==> config.mk <==
export PLATFORM = sky130hd
export DESIGN_NAME = period_to_spectrum_color
export DESIGN_NICKNAME = d
export VERILOG_FILES = /design/src/ptsc_pkg.sv /design/src/period_to_spectrum_color.sv /design/src/ptsc_front.sv /design/src/ptsc_queue.sv /design/src/ptsc_back.sv
export SDC_FILE = /design/constraint.sdc
export NUM_CORES = 2
export LEC_CHECK = 0
export BUFFER_PORTS_ARGS = -buffer_cell sky130_fd_sc_hd__buf_4
export CAP_MARGIN = 20
export CORE_AREA = 3 3 427 429
export DETAILED_ROUTE_END_ITERATION = 7
export DIE_AREA = 0 0 430 432
export PLACE_DENSITY = 0.63
export SLEW_MARGIN = 10
export SYNTH_ARGS = -nofsm -noshare
export SYNTH_HDL_FRONTEND = slang
export SYNTH_SLANG_ARGS = --single-unit
==> constraint.sdc <==
create_clock -name clk -period 33.2 [get_ports clk]
set_input_delay 1.66 -clock clk [delete_from_list [all_inputs] [get_ports clk]]
set_output_delay 1.66 -clock clk [all_outputs]
set_load 0.01 [all_outputs]
==> src/ptsc_pkg.sv <==
// Shared types and constants for the period to spectrum color block.
package ptsc_pkg;
	localparam int POS_MAX = 762;
	localparam int BAND = 254;
	localparam int BAND2 = 508;
	localparam int BAND3 = 635;
	localparam int GATE_LO_HZ = 39;
	localparam int GATE_HI_HZ = 6000;
	localparam int BOUND_W = 13;
	localparam int PERIOD_W = 16;
	localparam int POS_W = 10;
	localparam int COLOR_W = 8;

	// Register indexes
	localparam logic REG_LOWER = 1'b0;
	localparam logic REG_UPPER = 1'b1;

	// Front end request into the divider queue
	typedef struct packed {
		logic signed [47:0] num;
		logic [29:0] den_mag;
		logic den_neg;
		logic eq;
	} div_req_t;
endpackage

==> src/period_to_spectrum_color.sv <==
// Top level: period gate, divider pipeline and color output.
// A request passes the front end register, the two-entry queue, the divider stages and the output register.
// Throughput: one request per cycle unless out_ready holds the output; the divider is pipelined.
// Periods outside the gate produce no result.
// Reset (arst_n low, asynchronous) clears valids and sets both bounds to 0.
module period_to_spectrum_color #(
	parameter int TICK_RATE = 38462
) (
	input logic clk,
	input logic arst_n,
	input logic in_valid,
	output logic in_ready,
	input logic [15:0] period,
	input logic cfg_we,
	input logic cfg_index,
	input logic [12:0] cfg_data,
	output logic out_valid,
	input logic out_ready,
	output logic [9:0] position,
	output logic [7:0] red,
	output logic [7:0] green,
	output logic [7:0] blue
);
	logic [12:0] lower_q, upper_q;
	logic f_valid, f_ready, b_valid, b_ready;
	ptsc_pkg::div_req_t f_req, b_req;

	always_ff @(posedge clk or negedge arst_n) begin
		if (!arst_n) begin
			lower_q <= '0;
			upper_q <= '0;
		end else if (cfg_we) begin
			unique case (cfg_index)
				ptsc_pkg::REG_LOWER: lower_q <= cfg_data;
				ptsc_pkg::REG_UPPER: upper_q <= cfg_data;
				default: ;
			endcase
		end
	end

	ptsc_front #(.TICK_RATE(TICK_RATE)) u_front (
		.clk, .arst_n, .in_valid, .in_ready, .period,
		.lower_bound(lower_q), .upper_bound(upper_q),
		.req_valid(f_valid), .req_ready(f_ready), .req(f_req)
	);

	ptsc_queue u_queue (
		.clk, .arst_n, .wr_valid(f_valid), .wr_ready(f_ready), .wr_data(f_req),
		.rd_valid(b_valid), .rd_ready(b_ready), .rd_data(b_req)
	);

	ptsc_back u_back (
		.clk, .arst_n, .req_valid(b_valid), .req_ready(b_ready), .req(b_req),
		.out_valid, .out_ready, .position, .red, .green, .blue
	);
endmodule

==> src/ptsc_front.sv <==
// Front end: gate the period and form numerator and denominator.
module ptsc_front #(
	parameter int TICK_RATE = 38462
) (
	input logic clk,
	input logic arst_n,
	input logic in_valid,
	output logic in_ready,
	input logic [ptsc_pkg::PERIOD_W-1:0] period,
	input logic [ptsc_pkg::BOUND_W-1:0] lower_bound,
	input logic [ptsc_pkg::BOUND_W-1:0] upper_bound,
	output logic req_valid,
	input logic req_ready,
	output ptsc_pkg::div_req_t req
);
	localparam logic [39:0] RATE = 40'(TICK_RATE);

	logic [39:0] lo39, hi6k;
	logic pass;
	logic signed [31:0] lp, diffb;
	logic signed [47:0] num_c;
	logic signed [47:0] den_c;
	logic valid_s1;
	logic [ptsc_pkg::PERIOD_W-1:0] period_s1;
	logic signed [14:0] diff_s1;
	logic signed [31:0] top_s1;

	assign in_ready = !valid_s1 || req_ready;

	// Gate check
	assign lo39 = 40'(period) * 40'(ptsc_pkg::GATE_LO_HZ);
	assign hi6k = 40'(period) * 40'(ptsc_pkg::GATE_HI_HZ);
	assign pass = (RATE > lo39) && (RATE < hi6k);
	assign lp = 32'(lower_bound) * 32'(period);

	always_ff @(posedge clk or negedge arst_n) begin
		if (!arst_n) begin
			valid_s1 <= 1'b0;
		end else if (in_ready) begin
			valid_s1 <= in_valid && pass;
		end
	end

	always_ff @(posedge clk) begin
		if (in_ready) begin
			period_s1 <= period;
			diff_s1 <= $signed({2'b0, upper_bound}) - $signed({2'b0, lower_bound});
			top_s1 <= $signed(32'(TICK_RATE)) - lp;
		end
	end

	// Second multiply stage
	assign diffb = 32'(diff_s1);
	assign num_c = 48'(top_s1) * 48'sd762;
	assign den_c = 48'($signed({1'b0, period_s1})) * 48'(diffb);

	assign req_valid = valid_s1;
	always_comb begin
		req.num = num_c;
		req.den_neg = den_c[47];
		req.den_mag = den_c[47] ? 30'(-den_c) : 30'(den_c);
		req.eq = (diff_s1 == 15'sd0);
	end
endmodule

==> src/ptsc_queue.sv <==
// Two-entry queue between front and back.
module ptsc_queue (
	input logic clk,
	input logic arst_n,
	input logic wr_valid,
	output logic wr_ready,
	input ptsc_pkg::div_req_t wr_data,
	output logic rd_valid,
	input logic rd_ready,
	output ptsc_pkg::div_req_t rd_data
);
	ptsc_pkg::div_req_t mem_q [2];
	logic wp_q, rp_q;
	logic [1:0] cnt_q;
	logic wr, rd;

	assign wr_ready = cnt_q != 2'd2;
	assign rd_valid = cnt_q != 2'd0;
	assign wr = wr_valid && wr_ready;
	assign rd = rd_valid && rd_ready;
	assign rd_data = mem_q[rp_q];

	always_ff @(posedge clk or negedge arst_n) begin
		if (!arst_n) begin
			wp_q <= 1'b0;
			rp_q <= 1'b0;
			cnt_q <= 2'd0;
		end else begin
			if (wr) wp_q <= !wp_q;
			if (rd) rp_q <= !rp_q;
			cnt_q <= cnt_q + 2'(wr) - 2'(rd);
		end
	end

	always_ff @(posedge clk) begin
		if (wr) mem_q[wp_q] <= wr_data;
	end
endmodule

==> src/ptsc_back.sv <==
// Back end: pipelined restoring divider, clamp and color mapping.
module ptsc_back (
	input logic clk,
	input logic arst_n,
	input logic req_valid,
	output logic req_ready,
	input ptsc_pkg::div_req_t req,
	output logic out_valid,
	input logic out_ready,
	output logic [ptsc_pkg::POS_W-1:0] position,
	output logic [ptsc_pkg::COLOR_W-1:0] red,
	output logic [ptsc_pkg::COLOR_W-1:0] green,
	output logic [ptsc_pkg::COLOR_W-1:0] blue
);
	// Only the low quotient bits matter once clamped: quotient >= 2048 is overflow.
	// Magnitude of numerator <= ~2^39; we compute 11 quotient bits plus overflow.
	localparam int QB = 11;
	localparam int NW = 47;

	logic stall;
	logic [QB:0] v_q;
	logic [NW-1:0] rem_q [QB+1];
	logic [29:0] den_q [QB+1];
	logic [QB-1:0] quo_q [QB+1];
	logic ovf_q [QB+1];
	logic neg_q [QB+1];
	logic eq_q [QB+1];

	logic [46:0] nmag;
	logic [46:0] hi_part;
	logic valid_o_q;

	assign stall = valid_o_q && !out_ready;
	assign req_ready = !stall;
	assign nmag = req.num[47] ? 47'(-req.num) : 47'(req.num);
	assign hi_part = nmag >> QB;

	// Stage 0: overflow when numerator >= den << QB
	always_ff @(posedge clk or negedge arst_n) begin
		if (!arst_n) begin
			v_q <= '0;
		end else if (!stall) begin
			v_q <= {v_q[QB-1:0], req_valid};
		end
	end

	always_ff @(posedge clk) begin
		if (!stall) begin
			rem_q[0] <= nmag;
			den_q[0] <= req.den_mag;
			quo_q[0] <= '0;
			ovf_q[0] <= hi_part >= 47'(req.den_mag);
			neg_q[0] <= req.num[47] ^ req.den_neg;
			eq_q[0] <= req.eq;
		end
	end

	// One quotient bit per stage, msb first
	for (genvar i = 0; i < QB; i++) begin : g_div
		localparam int SH = QB - 1 - i;
		logic [NW-1:0] trial;
		logic take;
		assign trial = NW'(den_q[i]) << SH;
		assign take = !ovf_q[i] && (rem_q[i] >= trial);
		always_ff @(posedge clk) begin
			if (!stall) begin
				rem_q[i+1] <= take ? rem_q[i] - trial : rem_q[i];
				den_q[i+1] <= den_q[i];
				quo_q[i+1] <= quo_q[i] | (QB'(take) << SH);
				ovf_q[i+1] <= ovf_q[i];
				neg_q[i+1] <= neg_q[i];
				eq_q[i+1] <= eq_q[i];
			end
		end
	end

	// Clamp: a negative quotient or equal bounds give 0; overflow or a quotient above POS_MAX gives POS_MAX
	logic [ptsc_pkg::POS_W-1:0] pos;
	logic [ptsc_pkg::POS_W-1:0] m;
	always_comb begin
		priority if (eq_q[QB] || neg_q[QB]) begin
			pos = '0;
		end else if (ovf_q[QB] || quo_q[QB] > QB'(ptsc_pkg::POS_MAX)) begin
			pos = ptsc_pkg::POS_W'(ptsc_pkg::POS_MAX);
		end else begin
			pos = ptsc_pkg::POS_W'(quo_q[QB]);
		end
		// position mod 254; the top end wraps to zero
		priority if (pos >= 10'(ptsc_pkg::POS_MAX)) m = '0;
		else if (pos >= 10'(ptsc_pkg::BAND2)) m = pos - 10'(ptsc_pkg::BAND2);
		else if (pos >= 10'(ptsc_pkg::BAND)) m = pos - 10'(ptsc_pkg::BAND);
		else m = pos;
	end

	// Output register
	always_ff @(posedge clk or negedge arst_n) begin
		if (!arst_n) begin
			valid_o_q <= 1'b0;
		end else if (!stall) begin
			valid_o_q <= v_q[QB];
		end
	end

	always_ff @(posedge clk) begin
		if (!stall) begin
			position <= pos;
			priority if (pos < 10'(ptsc_pkg::BAND)) begin
				red <= 8'(10'(ptsc_pkg::BAND) - pos);
				green <= '0;
				blue <= 8'(pos);
			end else if (pos < 10'(ptsc_pkg::BAND2)) begin
				red <= '0;
				green <= 8'(m);
				blue <= 8'(10'(ptsc_pkg::BAND) - m);
			end else if (pos < 10'(ptsc_pkg::BAND3)) begin
				red <= 8'(m);
				green <= 8'(10'(ptsc_pkg::BAND) - m);
				blue <= 8'(m >> 1);
			end else begin
				red <= 8'(m);
				green <= 8'(m);
				blue <= 8'(m);
			end
		end
	end

	assign out_valid = valid_o_q;
endmodule

==> results_dict.tcl <==
set metrics [dict create \
    drt_pass1_iterations 6 \
    cp-start-kind "flop" \
    r2r-start "u_front.period_s1[6]" \
    wl_per_cell_um 18.9 \
    ys.flop_type "edfxtp_1" \
    grt_util_all_layers_pct 22.0 \
    finalSetupViolCount 0 \
    synth_cell_types 101 \
    worst_pin_slew_ns 1.22 \
    max-slew-margin-rel_pct 18.8 \
    crit_type "flop to flop" \
    rsz0062_at_grt "false" \
    core-area_um2 179000 \
    ff2ff_path_depth 23 \
    route.detailed.drc 0 \
    fin_nets 9738 \
    cts_htree_levels 4 \
    critPathMaxStageDelay_ns 0.94 \
    period_share_pct 23.9 \
    yosysWarnings 0 \
    cts_resized 0 \
    grt_pass1_wl_um 326000 \
    clock-sinks 1220 \
    crit_cells 23 \
    crit_required_ns 33.74 \
    core.rowCount 155 \
    vias_per_cell 5.53 \
    clock.fmax_ghz 0.126 \
    worst_path_max_delay_cell "edfxtp_1" \
    finalMaxSlewViolations 0 \
    fill_cells 15417 \
    grt_max_degree 207 \
    clkTransAtPathRegs_ns 0.06 \
    io_buffer_count 70 \
    critPathMaxFanout 21 \
    final_cell_area_um2 97200 \
    clockBufferDepth 3 \
    drt_iter0_drc 3496 \
    path_cells "nand2_1 -> fa_1 -> inv_1 -> fa_1 -> fa_1 -> fa_1 -> fa_1 -> inv_1 -> fa_1 -> inv_1 -> ha_1 -> and4_1 -> nor3b_1 -> nand3_1 -> a21oi_1 -> a211oi_1 -> a21oi_1 -> a211o_1 -> a21o_1 -> xnor2_1 -> buf_4 -> inv_1 -> o21ai_0" \
    final_common_cell "edfxtp_1" \
    status "complete, no violations" \
    grt_pass1_vias 60587 \
    min_path_type "flop to flop" \
    cts_tree "done" \
    clock_skew_ns 0.0483 \
    hold_viol_final 0 \
    regArea_um2 36400 \
    drive_gt1_share_pct 5.86 \
    gp_congestion 0.959 \
    placed_area_um2 92400 \
    fin_tns_setup_ns 0 \
    cts_root_buffer "clkbuf_16" \
    worst-path-buf-inv 5 \
    r2r_setup_slack_ns 25.26 \
    insertion_delay_ns 0.79 \
    die_w_um 430 \
    period_needed_ns 7.94 \
    hpwl_um 160000 \
    start_util_pct 50.0 \
    cts_buffers 142 \
    multiInputGateArea_um2 48100 \
    synth_edf_count 1176 \
    maxCapViolations 0 \
    crit_start "u_front.period_s1[6]" \
    synthArstFlopShare_pct 3.61 \
    critPathTopFamily "adder cells" \
    synth_area_um2 89300 \
    grt-ovfl-total 0 \
    antenna_cells 0 \
    crit_top_cell "fa_1" \
    crit_end "u_queue.mem_q[0][3]" \
    design.die.area_um2 186000 \
    ant_nets 0 \
    antenna_found_initial 2 \
    area_growth_pct 8.83 \
    r2r-end "u_queue.mem_q[0][3]" \
    drt-total-wl_um 204000 \
    ys_seq_area_share_pct 40.8 \
    hold_slack_ns 0.413 \
    ys_ff_latch 1220 \
    num_vias 59708 \
    arrival_ns 8.48 \
    final_cell_mix "edfxtp_1, inv_1, ha_1" \
    synth_area_per_cell_um2 10.8 \
    crit_path_end_kind "flop" \
    ioPinCount 71 \
    synth_cells 8265 \
    ctsHoldBuffers 0 \
    die_y_um 432 \
    postCtsSetupBuffers 0 \
]
[worst register-to-register path, stage by stage, from the launching register on]
cell and delay (ns):
edfxtp_1 0.94, nand2_1 0.22, fa_1 0.57, inv_1 0.05, fa_1 0.47, fa_1 0.52, fa_1 0.53, fa_1 0.56
inv_1 0.06, fa_1 0.58, inv_1 0.05, ha_1 0.36, and4_1 0.24, nor3b_1 0.25, nand3_1 0.13, a21oi_1 0.35
a211oi_1 0.17, a21oi_1 0.32, a211o_1 0.18, a21o_1 0.13, xnor2_1 0.12, buf_4 0.29, inv_1 0.27, o21ai_0 0.38
[worst min path at each step]
stage | from | to | depth (start not counted)
after global routing | u_back.rem_q[0][4] | u_back.rem_q[0][51] | 0
after detailed placement | u_back.eq_q[2][0] | u_back.eq_q[2][1] | 0
after floorplan | u_back.eq_q[0][0] | u_back.eq_q[0][1] | 0
after global placement | u_back.neg_q[1][2] | u_back.neg_q[1][3] | 0
final | u_back.quo_q[7][6] | u_back.quo_q[8][6] | 0
after CTS | u_back.rem_q[0][4] | u_back.rem_q[0][51] | 0
[state kept, by name, indices dropped and copies added (netlist names), 13 cells and up]
| name | count |
|---|---|
| lower_q | 13 |
| u_back.den_q | 330 |
| u_back.quo_q | 66 |
| u_back.rem_q | 506 |
| u_front.diff_s1 | 14 |
| u_front.period_s1 | 16 |
| u_front.top_s1 | 30 |
| u_queue.mem_q | 144 |
| upper_q | 13 |
[layout make-up]
type / instances / area share [%]
Multi-Input combinational cell: 5755 / 49.5
Clock buffer: 166 / 3.76
Timing Repair Buffer: 109 / 0.868
Tap cell: 2355 / 3.03
Clock inverter: 90 / 1.11
Inverter: 1106 / 4.27
Sequential cell: 1220 / 37.5
[metal layers]
| metal | global-route usage (%) | vias to the layer above | share of wire [%] |
|---|---|---|---|
| met5 | 0 | - | 0.0054 |
| met4 | 8.55 | 2 | 4.0 |
| met3 | 2.75 | 406 | 3.7 |
| met2 | 40.6 | 1252 | 52 |
| met1 | 26.1 | 29096 | 40 |
| li1 | - | 28952 | - |
[cell families after synthesis]
family,Yosys count,share of synthesized area (%)
buf+inv,1295,5.52
simple gates,2051,11.0
mux,152,1.82
xor+xnor,562,5.51
fa+ha+maj,1369,23.9
compound gates,1615,11.4
flops,1220,40.8
other cells,1,0.00420
[cell usage after synthesis, types with 44 or more instances]
cell / instances / share of area [%]
edfxtp_1: 1176 / 40
inv_1: 1098 / 4.6
ha_1: 809 / 11
nand2_1: 753 / 3.2
fa_1: 560 / 13
o21ai_0: 477 / 2.7
nor2_1: 413 / 1.7
a21oi_1: 391 / 2.2
xnor2_1: 292 / 2.9
xor2_1: 270 / 2.6
a21o_1: 223 / 1.9
clkbuf_1: 152 / 0.64
and2_1: 146 / 1.0
nor3_1: 118 / 0.66
nand3_1: 107 / 0.60
nand2b_1: 98 / 0.69
nor2b_1: 87 / 0.61
mux2_2: 85 / 1.1
o21a_1: 85 / 0.71
nor4_1: 72 / 0.50
mux2i_1: 67 / 0.75
a31oi_1: 56 / 0.39
nand4_1: 54 / 0.38
o21bai_1: 49 / 0.41
and3_1: 46 / 0.32
dfrtp_1: 44 / 1.2
[metrics by stage]
step | setup WS (ns) | utilization [%] | instances
after floorplan | 1.48 | - | 8270
after global placement | 25.12 | 51.7 | 10545
after detailed placement | 25.06 | 51.7 | 10545
after CTS | 25.31 | 54.4 | 10801
after global routing | 24.78 | 54.4 | 10801
final | 25.26 | 54.4 | 10801
Power is left out: the tool's default activity adds up to more than one toggle a clock period on the data nets, which glitch-free logic cannot reach.
